`src/design/pssr_pkg.sv`:
```
// Shared types, command codes and constants for the peer slot select and reclaim block.
`default_nettype none

package pssr_pkg;

  // Default number of table slots; the top level hands it down as a parameter.
  localparam int TableSlotsDef = 16;

  // Depth of the command queue between the front and the back.
  localparam int QueueDepth = 2;

  // Command codes on the input item.
  localparam logic [1:0] CMD_LOOKUP = 2'd0;
  localparam logic [1:0] CMD_WRITE  = 2'd1;
  localparam logic [1:0] CMD_COUNT  = 2'd2;

  // Outcome codes on the result item.
  localparam logic [2:0] OUT_REJECT = 3'd0;
  localparam logic [2:0] OUT_HIT    = 3'd1;
  localparam logic [2:0] OUT_NEW    = 3'd2;
  localparam logic [2:0] OUT_NONE   = 3'd3;
  localparam logic [2:0] OUT_WRITE  = 3'd4;

  localparam logic [4:0]  PEER_LIMIT           = 5'd16;
  localparam logic [4:0]  SLOTS_RESET          = 5'd16;
  localparam logic [15:0] RECLAIM_STATUS_LIMIT = 16'h0030;
  localparam logic [16:0] SCORE_CEILING        = 17'h10000;

  typedef struct packed {
    logic [1:0]  command;
    logic [47:0] peer_mac;
    logic [3:0]  entry_index;
    logic [15:0] entry_status;
    logic [15:0] entry_pin;
    logic [15:0] entry_score;
    logic [4:0]  peer_total;
  } in_item_t;

  typedef struct packed {
    logic [2:0] outcome;
    logic [3:0] chosen_slot;
  } out_item_t;

  // Operation decided by the front.
  typedef enum logic [2:0] {
    OP_LOOKUP,
    OP_REJECT,
    OP_WRITE,
    OP_COUNT,
    OP_NOP
  } op_e;

  // Classified command as it waits in the queue.
  typedef struct packed {
    op_e         op;
    logic [47:0] mac;
    logic [3:0]  index;
    logic [15:0] status;
    logic [15:0] pin;
    logic [15:0] score;
    logic [4:0]  peers;
  } cmd_t;

  // One table entry as stored in the RAM.
  typedef struct packed {
    logic [15:0] status;
    logic [47:0] mac;
    logic [15:0] pin;
    logic [15:0] score;
  } entry_t;

  typedef enum logic [1:0] {
    ST_IDLE,
    ST_WALK,
    ST_RECLAIM
  } state_e;

endpackage

`default_nettype wire

```
`src/design/pssr_ram.sv`:
```
// Generic single write port RAM with one registered read port.
`default_nettype none

module pssr_ram #(
  parameter int Width = 8,
  parameter int Depth = 16
) (
  input  wire logic                     clk_i,
  input  wire logic                     we_i,
  input  wire logic [$clog2(Depth)-1:0] waddr_i,
  input  wire logic [Width-1:0]         wdata_i,
  input  wire logic [$clog2(Depth)-1:0] raddr_i,
  output      logic [Width-1:0]         rdata_o
);

  logic [Width-1:0] mem_q [Depth];

  always_ff @(posedge clk_i) begin
    if (we_i) begin
      mem_q[waddr_i] <= wdata_i;
    end
    rdata_o <= mem_q[raddr_i];
  end

endmodule

`default_nettype wire

```
`src/design/pssr_front.sv`:
```
// Front part: accepts input items, classifies them and queues them for the back part.
`default_nettype none

module pssr_front (
  input  wire logic              clk_i,
  input  wire logic              rst_ni,
  input  wire logic              push,
  output      logic              full,
  input  wire pssr_pkg::in_item_t in_item_i,
  output      logic              cmd_valid_o,
  output      pssr_pkg::cmd_t    cmd_o,
  input  wire logic              cmd_pop_i
);

  localparam int PtrW = $clog2(pssr_pkg::QueueDepth);
  localparam int CntW = $clog2(pssr_pkg::QueueDepth + 1);

  pssr_pkg::cmd_t  entries_q [pssr_pkg::QueueDepth];
  pssr_pkg::cmd_t  cls;
  logic [PtrW-1:0] wr_ptr_q, wr_ptr_d, rd_ptr_q, rd_ptr_d;
  logic [CntW-1:0] cnt_q, cnt_d;
  logic            do_push, do_pop;

  // Classify: a lookup of a group address is rejected right here.
  always_comb begin
    cls.mac    = in_item_i.peer_mac;
    cls.index  = in_item_i.entry_index;
    cls.status = in_item_i.entry_status;
    cls.pin    = in_item_i.entry_pin;
    cls.score  = in_item_i.entry_score;
    cls.peers  = (in_item_i.peer_total > pssr_pkg::PEER_LIMIT) ? pssr_pkg::PEER_LIMIT
                                                               : in_item_i.peer_total;
    case (in_item_i.command)
      pssr_pkg::CMD_LOOKUP: begin
        cls.op = in_item_i.peer_mac[0] ? pssr_pkg::OP_REJECT : pssr_pkg::OP_LOOKUP;
      end
      pssr_pkg::CMD_WRITE: cls.op = pssr_pkg::OP_WRITE;
      pssr_pkg::CMD_COUNT: cls.op = pssr_pkg::OP_COUNT;
      default:             cls.op = pssr_pkg::OP_NOP;
    endcase
  end

  assign full        = (cnt_q == CntW'(pssr_pkg::QueueDepth));
  assign cmd_valid_o = (cnt_q != '0);
  assign cmd_o       = entries_q[rd_ptr_q];
  assign do_push     = push && !full;
  assign do_pop      = cmd_pop_i && cmd_valid_o;

  always_comb begin
    wr_ptr_d = wr_ptr_q;
    rd_ptr_d = rd_ptr_q;
    cnt_d    = cnt_q;
    if (do_push) begin
      wr_ptr_d = (32'(wr_ptr_q) == pssr_pkg::QueueDepth - 1) ? '0 : wr_ptr_q + 1'b1;
    end
    if (do_pop) begin
      rd_ptr_d = (32'(rd_ptr_q) == pssr_pkg::QueueDepth - 1) ? '0 : rd_ptr_q + 1'b1;
    end
    if (do_push && !do_pop) begin
      cnt_d = cnt_q + 1'b1;
    end else if (do_pop && !do_push) begin
      cnt_d = cnt_q - 1'b1;
    end
  end

  always_ff @(posedge clk_i or negedge rst_ni) begin
    if (!rst_ni) begin
      wr_ptr_q <= '0;
      rd_ptr_q <= '0;
      cnt_q    <= '0;
    end else begin
      wr_ptr_q <= wr_ptr_d;
      rd_ptr_q <= rd_ptr_d;
      cnt_q    <= cnt_d;
    end
  end

  always_ff @(posedge clk_i) begin
    if (do_push) begin
      entries_q[wr_ptr_q] <= cls;
    end
  end

endmodule

`default_nettype wire

```
`src/design/pssr_back.sv`:
```
// Back part: executes queued commands against the peer table and holds the result.
`default_nettype none

module pssr_back #(
  parameter int TableSlots = pssr_pkg::TableSlotsDef
) (
  input  wire logic               clk_i,
  input  wire logic               rst_ni,
  input  wire logic [4:0]         slots_in_use_i,
  input  wire logic               cmd_valid_i,
  input  wire pssr_pkg::cmd_t     cmd_i,
  output      logic               cmd_pop_o,
  input  wire logic               res_pop_i,
  output      logic               res_valid_o,
  output      pssr_pkg::out_item_t res_o
);

  localparam int SlotW = $clog2(TableSlots);
  localparam int LimW  = $clog2(TableSlots + 1);

  function automatic logic [3:0] slot4(input logic [LimW-1:0] s);
    logic [31:0] w;
    w = 32'(s);
    return w[3:0];
  endfunction

  pssr_pkg::state_e    st_q, st_d;
  pssr_pkg::out_item_t res_q, res_d;
  logic                res_valid_q, res_valid_d;
  logic [TableSlots-1:0] valid_q, valid_d;
  logic [4:0]          peers_q, peers_d, seen_q, seen_d, seen_inc;
  logic [47:0]         mac_q, mac_d;
  logic [LimW-1:0]     cur_q, cur_d, cur_inc, empty_q, empty_d, empty_nx;
  logic [LimW-1:0]     best_slot_q, best_slot_d, best_slot_nx, limit;
  logic [16:0]         best_q, best_d, best_nx;
  logic                take, walk_go, occupied, mac_hit, walk_stop, walk_last, cand_ok;
  logic                we;
  logic [SlotW-1:0]    raddr, waddr;
  logic [31:0]         idx_wide;
  logic [$bits(pssr_pkg::entry_t)-1:0] rdata;
  pssr_pkg::entry_t    wentry, ent;

  assign limit = (32'(slots_in_use_i) > TableSlots) ? LimW'(TableSlots)
                                                    : LimW'(slots_in_use_i);

  assign take      = (st_q == pssr_pkg::ST_IDLE) && cmd_valid_i && !res_valid_q;
  assign cmd_pop_o = take;
  assign walk_go   = (peers_q > 5'd1) && (limit > LimW'(1));

  assign idx_wide = 32'(cmd_i.index);
  assign waddr    = idx_wide[SlotW-1:0];
  assign wentry   = '{status: cmd_i.status, mac: cmd_i.mac, pin: cmd_i.pin,
                      score: cmd_i.score};

  pssr_ram #(
    .Width($bits(pssr_pkg::entry_t)),
    .Depth(TableSlots)
  ) u_table (
    .clk_i  (clk_i),
    .we_i   (we),
    .waddr_i(waddr),
    .wdata_i(wentry),
    .raddr_i(raddr),
    .rdata_o(rdata)
  );

  // Entries never written read as empty.
  assign ent = valid_q[cur_q[SlotW-1:0]] ? pssr_pkg::entry_t'(rdata) : '0;

  assign occupied     = (ent.status != '0);
  assign mac_hit      = occupied && (ent.mac == mac_q);
  assign seen_inc     = seen_q + 5'd1;
  assign walk_stop    = occupied && !mac_hit && (seen_inc >= peers_q);
  assign empty_nx     = ((empty_q == '0) && !occupied) ? cur_q : empty_q;
  assign cur_inc      = cur_q + LimW'(1);
  assign walk_last    = (cur_inc >= limit);
  assign cand_ok      = (ent.status < pssr_pkg::RECLAIM_STATUS_LIMIT) && (ent.pin == '0) &&
                        ({1'b0, ent.score} < best_q);
  assign best_nx      = cand_ok ? {1'b0, ent.score} : best_q;
  assign best_slot_nx = cand_ok ? cur_q : best_slot_q;

  // Next state.
  always_comb begin
    st_d = st_q;
    case (st_q)
      pssr_pkg::ST_IDLE: begin
        if (take && (cmd_i.op == pssr_pkg::OP_LOOKUP) && walk_go) begin
          st_d = pssr_pkg::ST_WALK;
        end
      end
      pssr_pkg::ST_WALK: begin
        if (mac_hit || walk_stop) begin
          st_d = pssr_pkg::ST_IDLE;
        end else if (walk_last) begin
          st_d = (empty_nx != '0) ? pssr_pkg::ST_IDLE : pssr_pkg::ST_RECLAIM;
        end
      end
      pssr_pkg::ST_RECLAIM: begin
        if (walk_last) begin
          st_d = pssr_pkg::ST_IDLE;
        end
      end
      default: st_d = pssr_pkg::ST_IDLE;
    endcase
  end

  // Datapath and outputs.
  always_comb begin
    res_valid_d = res_valid_q && !res_pop_i;
    res_d       = res_q;
    valid_d     = valid_q;
    peers_d     = peers_q;
    seen_d      = seen_q;
    mac_d       = mac_q;
    cur_d       = cur_q;
    empty_d     = empty_q;
    best_d      = best_q;
    best_slot_d = best_slot_q;
    we          = 1'b0;
    raddr       = cur_inc[SlotW-1:0];
    case (st_q)
      pssr_pkg::ST_IDLE: begin
        if (take) begin
          res_valid_d = 1'b1;
          res_d       = '{outcome: pssr_pkg::OUT_WRITE, chosen_slot: 4'd0};
          case (cmd_i.op)
            pssr_pkg::OP_REJECT: res_d.outcome = pssr_pkg::OUT_REJECT;
            pssr_pkg::OP_WRITE: begin
              if (idx_wide < TableSlots) begin
                we             = 1'b1;
                valid_d[waddr] = 1'b1;
              end
            end
            pssr_pkg::OP_COUNT: peers_d = cmd_i.peers;
            pssr_pkg::OP_LOOKUP: begin
              mac_d = cmd_i.mac;
              if (walk_go) begin
                res_valid_d = 1'b0;
                cur_d       = LimW'(1);
                seen_d      = '0;
                empty_d     = '0;
                raddr       = SlotW'(1);
              end else if (limit > LimW'(1)) begin
                res_d = '{outcome: pssr_pkg::OUT_NEW, chosen_slot: 4'd1};
              end else begin
                res_d.outcome = pssr_pkg::OUT_NONE;
              end
            end
            default: ;
          endcase
        end
      end
      pssr_pkg::ST_WALK: begin
        if (mac_hit) begin
          res_valid_d = 1'b1;
          res_d       = '{outcome: pssr_pkg::OUT_HIT, chosen_slot: slot4(cur_q)};
        end else if (walk_stop) begin
          res_valid_d = 1'b1;
          res_d       = '{outcome: pssr_pkg::OUT_NEW,
                          chosen_slot: slot4((empty_nx != '0) ? empty_nx : cur_q)};
        end else begin
          seen_d  = occupied ? seen_inc : seen_q;
          empty_d = empty_nx;
          if (walk_last) begin
            if (empty_nx != '0) begin
              res_valid_d = 1'b1;
              res_d       = '{outcome: pssr_pkg::OUT_NEW, chosen_slot: slot4(empty_nx)};
            end else begin
              cur_d       = LimW'(1);
              best_d      = pssr_pkg::SCORE_CEILING;
              best_slot_d = '0;
              raddr       = SlotW'(1);
            end
          end else begin
            cur_d = cur_inc;
          end
        end
      end
      pssr_pkg::ST_RECLAIM: begin
        best_d      = best_nx;
        best_slot_d = best_slot_nx;
        if (walk_last) begin
          res_valid_d = 1'b1;
          if (best_slot_nx == '0) begin
            res_d = '{outcome: pssr_pkg::OUT_NONE, chosen_slot: 4'd0};
          end else begin
            res_d = '{outcome: pssr_pkg::OUT_NEW, chosen_slot: slot4(best_slot_nx)};
          end
        end else begin
          cur_d = cur_inc;
        end
      end
      default: ;
    endcase
  end

  assign res_valid_o = res_valid_q;
  assign res_o       = res_q;

  always_ff @(posedge clk_i or negedge rst_ni) begin
    if (!rst_ni) begin
      st_q        <= pssr_pkg::ST_IDLE;
      res_valid_q <= 1'b0;
      valid_q     <= '0;
      peers_q     <= '0;
    end else begin
      st_q        <= st_d;
      res_valid_q <= res_valid_d;
      valid_q     <= valid_d;
      peers_q     <= peers_d;
    end
  end

  always_ff @(posedge clk_i) begin
    res_q       <= res_d;
    seen_q      <= seen_d;
    mac_q       <= mac_d;
    cur_q       <= cur_d;
    empty_q     <= empty_d;
    best_q      <= best_d;
    best_slot_q <= best_slot_d;
  end

`ifndef NO_ASSERTIONS
  // The walk and the reclaim scan never look past the slots in use.
  assert property (@(posedge clk_i) disable iff (!rst_ni)
    (st_q != pssr_pkg::ST_IDLE) |-> (cur_q < limit))
    else $error("scan slot beyond slots in use");

  // The walk stops before it has seen as many peers as are registered.
  assert property (@(posedge clk_i) disable iff (!rst_ni)
    (st_q == pssr_pkg::ST_WALK) |-> (seen_q < peers_q))
    else $error("walk ran past registered peer count");

  // A new command is only taken once the previous result has gone.
  assert property (@(posedge clk_i) disable iff (!rst_ni)
    (res_valid_q && !res_pop_i) |=> (res_valid_q && $stable(res_q)))
    else $error("pending result overwritten");

  // A hit or a new slot never names slot zero.
  assert property (@(posedge clk_i) disable iff (!rst_ni)
    (res_valid_q && (res_q.outcome == pssr_pkg::OUT_HIT ||
                     res_q.outcome == pssr_pkg::OUT_NEW)) |-> (res_q.chosen_slot != 4'd0)
                     || (TableSlots > 16))
    else $error("slot zero chosen");
`endif

endmodule

`default_nettype wire

```
`src/design/peer_slot_select_reclaim_core.sv`:
```
// Top level of the peer slot select and reclaim block.
`default_nettype none

// Peer table with slot selection and reclaim. Items enter through a queue-style
// port (push/full) and results leave through another (empty/pop); both sides
// stall on their own, with a two-entry command queue between the front, which
// decodes items and rejects group addresses, and the back, which owns the
// table. For write, count and rejected lookups, the item passes through the
// command queue and the back's result register before it can be popped.
// A lookup reads the table one slot per cycle through a single read port, first
// in a match walk and then, if the walk ends with no free slot found, in a
// reclaim scan; each of the two covers at most slots 1 to (slots in use - 1).
// The back takes the next item only once the previous result has been popped.
// The table is cleared at reset by per-slot valid flags, so there is no
// clearing pass and the block takes items right after reset. The slots_in_use
// register is written on the configuration channel, which is always ready; it
// must only be written while no item is in flight. A lookup never binds the
// address into the table: software follows up with a write item for the
// chosen slot.
module peer_slot_select_reclaim_core #(
  parameter int TableSlots = pssr_pkg::TableSlotsDef
) (
  input  wire logic                clk_i,
  input  wire logic                rst_ni,
  input  wire logic                push,
  output      logic                full,
  input  wire pssr_pkg::in_item_t  in_item_i,
  output      logic                empty,
  input  wire logic                pop,
  output      pssr_pkg::out_item_t out_item_o,
  input  wire logic                cfg_valid_i,
  output      logic                cfg_ready_o,
  input  wire logic [4:0]          cfg_data_i
);

  logic           cmd_valid, cmd_pop, res_valid;
  pssr_pkg::cmd_t cmd;
  logic [4:0]     slots_in_use_q;

  // The configuration register is taken on any valid cycle.
  assign cfg_ready_o = 1'b1;

  always_ff @(posedge clk_i or negedge rst_ni) begin
    if (!rst_ni) begin
      slots_in_use_q <= pssr_pkg::SLOTS_RESET;
    end else if (cfg_valid_i && cfg_ready_o) begin
      slots_in_use_q <= cfg_data_i;
    end
  end

  pssr_front u_front (
    .clk_i      (clk_i),
    .rst_ni     (rst_ni),
    .push       (push),
    .full       (full),
    .in_item_i  (in_item_i),
    .cmd_valid_o(cmd_valid),
    .cmd_o      (cmd),
    .cmd_pop_i  (cmd_pop)
  );

  pssr_back #(
    .TableSlots(TableSlots)
  ) u_back (
    .clk_i         (clk_i),
    .rst_ni        (rst_ni),
    .slots_in_use_i(slots_in_use_q),
    .cmd_valid_i   (cmd_valid),
    .cmd_i         (cmd),
    .cmd_pop_o     (cmd_pop),
    .res_pop_i     (pop && res_valid),
    .res_valid_o   (res_valid),
    .res_o         (out_item_o)
  );

  // The oldest result sits in the back's output register until popped.
  assign empty = !res_valid;

endmodule

`default_nettype wire
```
`config.mk`:
```
export PLATFORM = sky130hd
export DESIGN_NAME = peer_slot_select_reclaim_core
export DESIGN_NICKNAME = d
export VERILOG_FILES = /design/src/design/pssr_pkg.sv /design/src/design/pssr_ram.sv /design/src/design/pssr_front.sv /design/src/design/pssr_back.sv /design/src/design/peer_slot_select_reclaim_core.sv
export SDC_FILE = /design/constraint.sdc
export NUM_CORES = 2
export LEC_CHECK = 0
export ABC_AREA = 1
export BUFFER_PORTS_ARGS = -buffer_cell sky130_fd_sc_hd__buf_2
export CAP_MARGIN = 20
export CORE_ASPECT_RATIO = 0.5
export CORE_MARGIN = 2
export CORE_UTILIZATION = 51
export DETAILED_ROUTE_END_ITERATION = 12
export PLACE_DENSITY = 0.67
export SYNTH_ARGS = -nofsm -noshare
export SYNTH_HDL_FRONTEND = slang
export SYNTH_SLANG_ARGS = --single-unit
```
`constraint.sdc`:
```
create_clock -name clk_i -period 20 [get_ports clk_i]
set_input_delay 4 -clock clk_i [delete_from_list [all_inputs] [get_ports clk_i]]
set_output_delay 4 -clock clk_i [all_outputs]
set_load 0.03 [all_outputs]
```
**Word-level counts from Yosys, hierarchy flattened**

Memory sizes are Yosys's and may differ from the RTL's. A register that Yosys moved wholly into a read port is not among the register bits.
Cells that the tools add are included.

- Input bits: 117
- Memories: 2
- Bits in read-only memories: 0
- Output and inout bits: 10
- Memory bits (writable): 1752
- Latch bits: 0
- Word-level logic and storage cells: 201
- Register bits after elaboration: 125

Memory list:

| memory | depth | width | read ports | clocked after Yosys merged registers in | wr ports | RTL line | text |
|---|---|---|---|---|---|---|---|
| u_back.u_table.mem_q | 16 | 96 | 1 | 1 | 1 | pssr_ram.sv:16 | `logic [Width-1:0] mem_q [Depth];` |
| u_front.entries_q | 2 | 108 | 1 | 0 | 1 | pssr_front.sv:18 | `pssr_pkg::cmd_t entries_q [pssr_pkg::QueueDepth];` |

- Eq/ne operators: 25
- Bitwise logic cells: 1
- Order comparisons: 12
- Add/sub/neg operators: 6
- $mul: 0
- Muxes and demuxes: 90
- Shift operators: 0
- Divide/modulo/power cells: 0
- Reduce and logical (&&, ||, !) cells: 49

Operators with widths:

| operator | number |
|---|---|
| two-way mux 5 bit | 25 |
| two-way mux 96 bit | 1 |
| two-way mux 17 bit | 5 |
| two-way mux 7 bit | 7 |
| == test 48 bit | 1 |
| two-way mux 4 bit | 9 |
| case mux 17 bit (2 select lines) | 1 |
| case mux 5 bit (2 select lines) | 3 |
| two-way mux 1 bit | 23 |
| case mux 7 bit (3 select lines) | 1 |
| logical AND 1 bit | 18 |
| < comparator 16 x 17 -> 1 bit | 1 |
| logical NOT 16 bit | 1 |
| < comparator 16 x 6 -> 1 bit (second input constant) | 1 |
| OR 16 bit | 1 |
| nonzero test 16 bit | 1 |
| < comparator 4 x 5 -> 1 bit (second input constant) | 3 |
| case mux 5 bit (3 select lines) | 1 |
| two-way mux 2 bit | 7 |
| != test 2 x 1 -> 1 bit (second input constant) | 6 |
| != test 2 bit (second input constant) | 6 |
| AND reduction 6 bit | 2 |
| adder 5 x 1 -> 5 bit (second input constant) | 2 |
| >= comparator 5 bit | 2 |
| other kinds (33) | 55 |

**Longest topological paths before layout**

- Depth after elaboration: 13
- Mapped depth: 30
- Mapped depth without buffers: 26

**Hierarchy**

A second synthesis with hierarchy kept.

- Cell total of the unflattened synthesis: 7893
- Area total of the unflattened synthesis: 83331.2 sq um

By module, submodules not included:

| module | cells an instance | area each (sq um) | instances | seq. area each (sq um) |
|---|---|---|---|---|
| pssr_ram | 6302 | 67643.6 | 1 | 48046.1 |
| pssr_front | 612 | 8139.1 | 1 | 6586.3 |
| pssr_back | 953 | 7339.5 | 1 | 3363.2 |
| peer_slot_select_reclaim_core | 26 | 209.0 | 1 | 126.4 |

**Worst setup path before layout**

No wires, ideal clock.

- Path kind: input port to flip-flop
- Start: input push
- End: memory u_front.entries_q[1][0] (netlist bit), enable pin
- Arrival time: 8.656 ns
- Setup time: 0.578 ns
- Stages on the path: 2
- Slack: 10.766 ns
- Buffers on the path: 0
- Cells stage by stage: o21ai_0 > nor2_1

- Word-level cells in the longest chain between the ends: 3

Ends and longest elaborated chain:

| element | RTL line | text |
|---|---|---|
| start: declaration | peer_slot_select_reclaim_core.sv:25 | `input wire logic push,` |
| logical AND 1 bit | pssr_front.sv:46 | `assign do_push = push && !full;` |
| two-way mux 1 bit | pssr_front.sv:79 | `if (do_push) begin` |
| two-way mux 1 bit (implied by the code) | pssr_front.sv:80 | `entries_q[wr_ptr_q] <= cls;` |
| end: declaration | pssr_front.sv:18 |  |

No other way between the ends.

**Worst setup path after layout**

- Start: register u_back.cur_q[0]
- End: register u_back.u_table.rdata_o[37] (read register of u_back.u_table.mem_q)

- Word-level cells in the longest chain between the ends: 13

Ends and longest elaborated chain:

| element | RTL line | text |
|---|---|---|
| start: declaration | pssr_back.sv:33 | `logic [LimW-1:0] cur_q, cur_d, cur_inc, empty_q, empty_d, empty_nx;` |
| start signal: assignment | pssr_back.sv:218 | `cur_q <= cur_d;` |
| binary-select mux 1 bit (select 4 bit) | pssr_back.sv:68 | `assign ent = valid_q[cur_q[SlotW-1:0]] ? pssr_pkg::entry_t'(rdata) : '0;` |
| two-way mux 1 bit (implied by the code) | pssr_back.sv:68 |  |
| two-way mux 96 bit | pssr_back.sv:68 |  |
| nonzero test 16 bit | pssr_back.sv:70 | `assign occupied = (ent.status != '0);` |
| logical NOT 1 bit | pssr_back.sv:74 | `assign empty_nx = ((empty_q == '0) && !occupied) ? cur_q : empty_q;` |
| logical AND 1 bit | pssr_back.sv:74 |  |
| two-way mux 5 bit | pssr_back.sv:74 |  |
| nonzero test 5 bit | pssr_back.sv:165 | `if (empty_nx != '0) begin` |
| two-way mux 4 bit | pssr_back.sv:165 |  |
| two-way mux 4 bit | pssr_back.sv:164 | `if (walk_last) begin` |
| two-way mux 4 bit | pssr_back.sv:157 | `end else if (walk_stop) begin` |
| two-way mux 4 bit | pssr_back.sv:154 | `if (mac_hit) begin` |
| case mux 4 bit (2 select lines) (*) | pssr_back.sv:121 | `case (st_q)` |
| end: declaration | pssr_ram.sv:13 | `output logic [Width-1:0] rdata_o` |

Every way passes the cells marked *; elsewhere a longest branch is shown, timed or not. The select of a mux whose other input is x is not followed.
A chain may end at the register's enable or synchronous reset.

==> flow_summary_export.csv <==
group,metric,value,unit
outcome,status,"finished, violations left",
outcome,violations,"slew limit",
logic_synthesis,yosys.area_share.adder,0.511,%
power,cellLeakagePower,37.1,nW
logic_synthesis,synth_compound_area_share,0.644,%
clock_network,clkSlewWorstSetupHoldPaths,60,ps
hold_path,hold_path_class,"register to register",
floorplanning,dieArea,167000,um2
clock_network,cts_tree,"done",
clock_network,cts.root.buffer_cell,"clkbuf_16",
logic_synthesis,synthSimpleGateAreaFrac,21.5,%
clock_network,ctsResizeCount,0,
setup_path,cp.required,20730,ps
floorplanning,rows,104,
timing,fin_hold_ws,464,ps
logic_synthesis,yosysMostFrequentCell,"edfxtp_1",
setup_path,path_max_fanout,100,
drt,num_vias,55656,
clock_network,cts_sinks,1973,
cells_and_area,area_delta_synth_final,9.52,%
timing,worstMarginPinSlew,1650,ps
timing,rsz0062_at_grt,"false",
logic_synthesis,synthesis.area,83300,um2
timing,finalSetupViolations,0,
global_route,grt_first_pass_wirelength,325000,um
drt,drcViolationCount,0,
floorplanning,die_y,290,um
logic_synthesis,ys_ff_latch,1973,
timing,period_needed,7930,ps
logic_synthesis,synth_top_family_by_area,"simple AND/OR/NAND/NOR gates",
drt,drtIter0Drc,6726,
logic_synthesis,synth_area_leader_cell,"edfxtp_1",
logic_synthesis,yosys-top-cells-area,"edfxtp_1, nand3_1, nand2_1",
placement,dpl_worst_slack,12330,ps
drt,detail-route-antenna-nets,0,
drt,route.met3.wl,21300,um
placement,io_buffers,125,
logic_synthesis,postSynth.asyncResetShare,1.67,%
timing,tns,0,ps
clock_network,clk_latency,850,ps
logic_synthesis,synth_mux_area_share,0.0646,%
logic_synthesis,synth_warnings,0,
placement,place_area,85700,um2
setup_path,crit_arrival,8660,ps
drt,m1WireLength,93700,um
setup_path,end_kind,"register",
timing,skew,96.6,ps
clock_network,h-tree-depth,4,
cells_and_area,drive_above_1_share,6.31,%
clock_network,cts_buffers,180,
cells_and_area,stdcell_area,91200,um2
logic_synthesis,synth_flop_cell,"edfxtp_1",
global_route,grt_usage,25.5,%
logic_synthesis,synth-edff-count,1844,
logic_synthesis,synth-xor-area-share,0.105,%
timing,slew_headroom,-9.87,%
logic_synthesis,netlist_top_cells_count,"edfxtp_1, nand2_1, nand3_1, inv_1, buf_2",
logic_synthesis,yosys.area.top_type_share,66.5,%
logic_synthesis,synthCells,7631,
clock_network,clockBufferDepth,4,
timing,final_max_slew_viol_count,159,
placement,dp.cells,9556,
drt,wl_per_cell,21.7,um
timing,worst_slack,12070,ps
global_route,antenna_found_initial,8,
cells_and_area,final_nets,7717,
floorplanning,start_util,51.6,%
clock_network,post-cts-setup-buffer-count,0,
logic_synthesis,yosysSeqAreaShare,69.8,%
power,irDropWorstVdd,0.000253,V
clock_network,hold_buffers,0,
drt,wirelength,215000,um
power,p_per_area,169,nW/um2
cells_and_area,final_cells,9883,
drt,via_per_inst,5.63,
floorplanning,die_w,576,um
placement,globalplace.congestion,0.835,
global_route,grt_pass1_vias,52876,
global_route,grt_max_degree,249,
setup_path,critical_path_class,"register to register",
global_route,overflow,0,
setup_path,critPathLaunchType,"register",
drt,wl_met2,95800,um
timing,timing.fmax,126,MHz
timing,hold_violations,0,
drt,routed.top_layer,"met5",
floorplanning,ios,127,
logic_synthesis,synth.avg_cell_area,10.9,um2
timing,fin_crit_sh,39.6,%
logic_synthesis,synth_fp_nets,7782,
cells_and_area,nFillCells,13058,
placement,dp_hpwl,101000,um
run,maxCapViolations,0,
drt,first_pass_iters,8,
logic_synthesis,ys_types,43,
floorplanning,core,161000,um2
## registers in the layout (all words and copies together), names as in the netlist, 2 cells and up
| signal | count |
|---|---|
| u_back.u_table.mem_q | 1536 |
| u_front.entries_q | 216 |
| u_back.u_table.rdata_o | 96 |
| u_back.mac_q | 48 |
| u_back.best_q | 17 |
| u_back.valid_q | 16 |
| u_back.res_o | 7 |
| slots_in_use_q | 5 |
| u_back.best_slot_q | 5 |
| u_back.cur_q | 5 |
| u_back.empty_q | 5 |
| u_back.peers_q | 5 |
| u_back.seen_q | 5 |
| u_back.st_q | 2 |
| u_front.cnt_q | 2 |
## routing by layer
layer	vias up	global-route usage, %
met4	14	5.11
met5	-	0
met1	27239	37.8
met3	330	4.43
met2	2545	39.7
li1	25528	-
## layout by cell type, fill, tap and decap left out, types with 7 or more instances in the layout
master,instances
inv_1,1101
nor2_1,95
buf_2,126
o21a_1,7
nor4_1,8
nand4_1,12
nor2_4,19
clkbuf_1,43
buf_12,18
nor3_1,24
clkinv_1,43
buf_4,56
xor2_1,8
clkbuf_8,12
edfxtp_1,1844
clkinv_2,23
nand2_1,1802
clkbuf_16,183
a21oi_1,22
nand3b_1,181
ha_1,34
o21ai_0,47
bufinv_16,8
dfrtp_1,31
dfxtp_1,96
nand3_1,1801
## power by group
| part | internal (mW) | switching [mW] |
|---|---|---|
| clock | 1.83 | 1.50 |
| combinational | 1.66 | 4.80 |
| sequential | 5.42 | 0.177 |
| total | 8.91 | 6.48 |
## kinds of logic after synthesis
kind of cell,count (synthesis)
other cells,1
fa+ha+maj,34
xor+xnor,10
mux,5
simple gates,3957
buf+inv,1556
compound gates,95
flops,1973
## stage by stage
step | util (%) | power (mW)
after detailed placement | 53.0 | 12.1
after CTS | 56.5 | 15.4
after global routing | 56.5 | 16.3
after global placement | 53.0 | 12.0
after floorplan | - | 10.2
final | 56.5 | 15.4
## worst paths after layout
check,start,slack [ps],depth (start not counted),end
worst max-delay path,u_back.cur_q[0],12070,25,u_back.u_table.rdata_o[37]
max in group asynchronous,rst_ni,16120,1,u_front.rd_ptr_q
worst max register to register,u_back.cur_q[0],12070,25,u_back.u_table.rdata_o[37]
worst min-delay path,u_back.valid_q[9],460,2,u_back.valid_q[9]
min in group asynchronous,rst_ni,3300,1,slots_in_use_q[2]
worst min register to register,u_back.valid_q[9],460,2,u_back.valid_q[9]
## worst max-delay path, stage by stage, from the launching register on
cell,delay [ps]
edfxtp_1,710
inv_2,240
nand2_1,120
nand3_1,80
nand3_1,100
nand3_1,120
nand2_4,310
buf_4,670
nand3_1,160
nand2_1,120
nand2_1,60
nor2_1,110
nand2_1,60
nor2_1,230
nand4_2,450
nand3_1,240
nand2_1,100
nand2_1,310
nand2_8,380
inv_8,670
buf_4,800
buf_4,850
nand3_1,170
nand3_1,120
nand3_1,110
nand2_1,120
## cell type report
type                    count  area (um2)  area share (%)
diodes                      2        5.00         0.00548
clock buffers             238        4910            5.38
clock inverters            86         671           0.735
inverters                1108        4180            4.59
multi-input cells        4102       19200            21.1
flip-flops and latches   1973       58100            63.7
well taps                2173        2720            2.98
repair buffers            201        1420            1.55
Note: power is estimated with default switching activity, not from simulation.
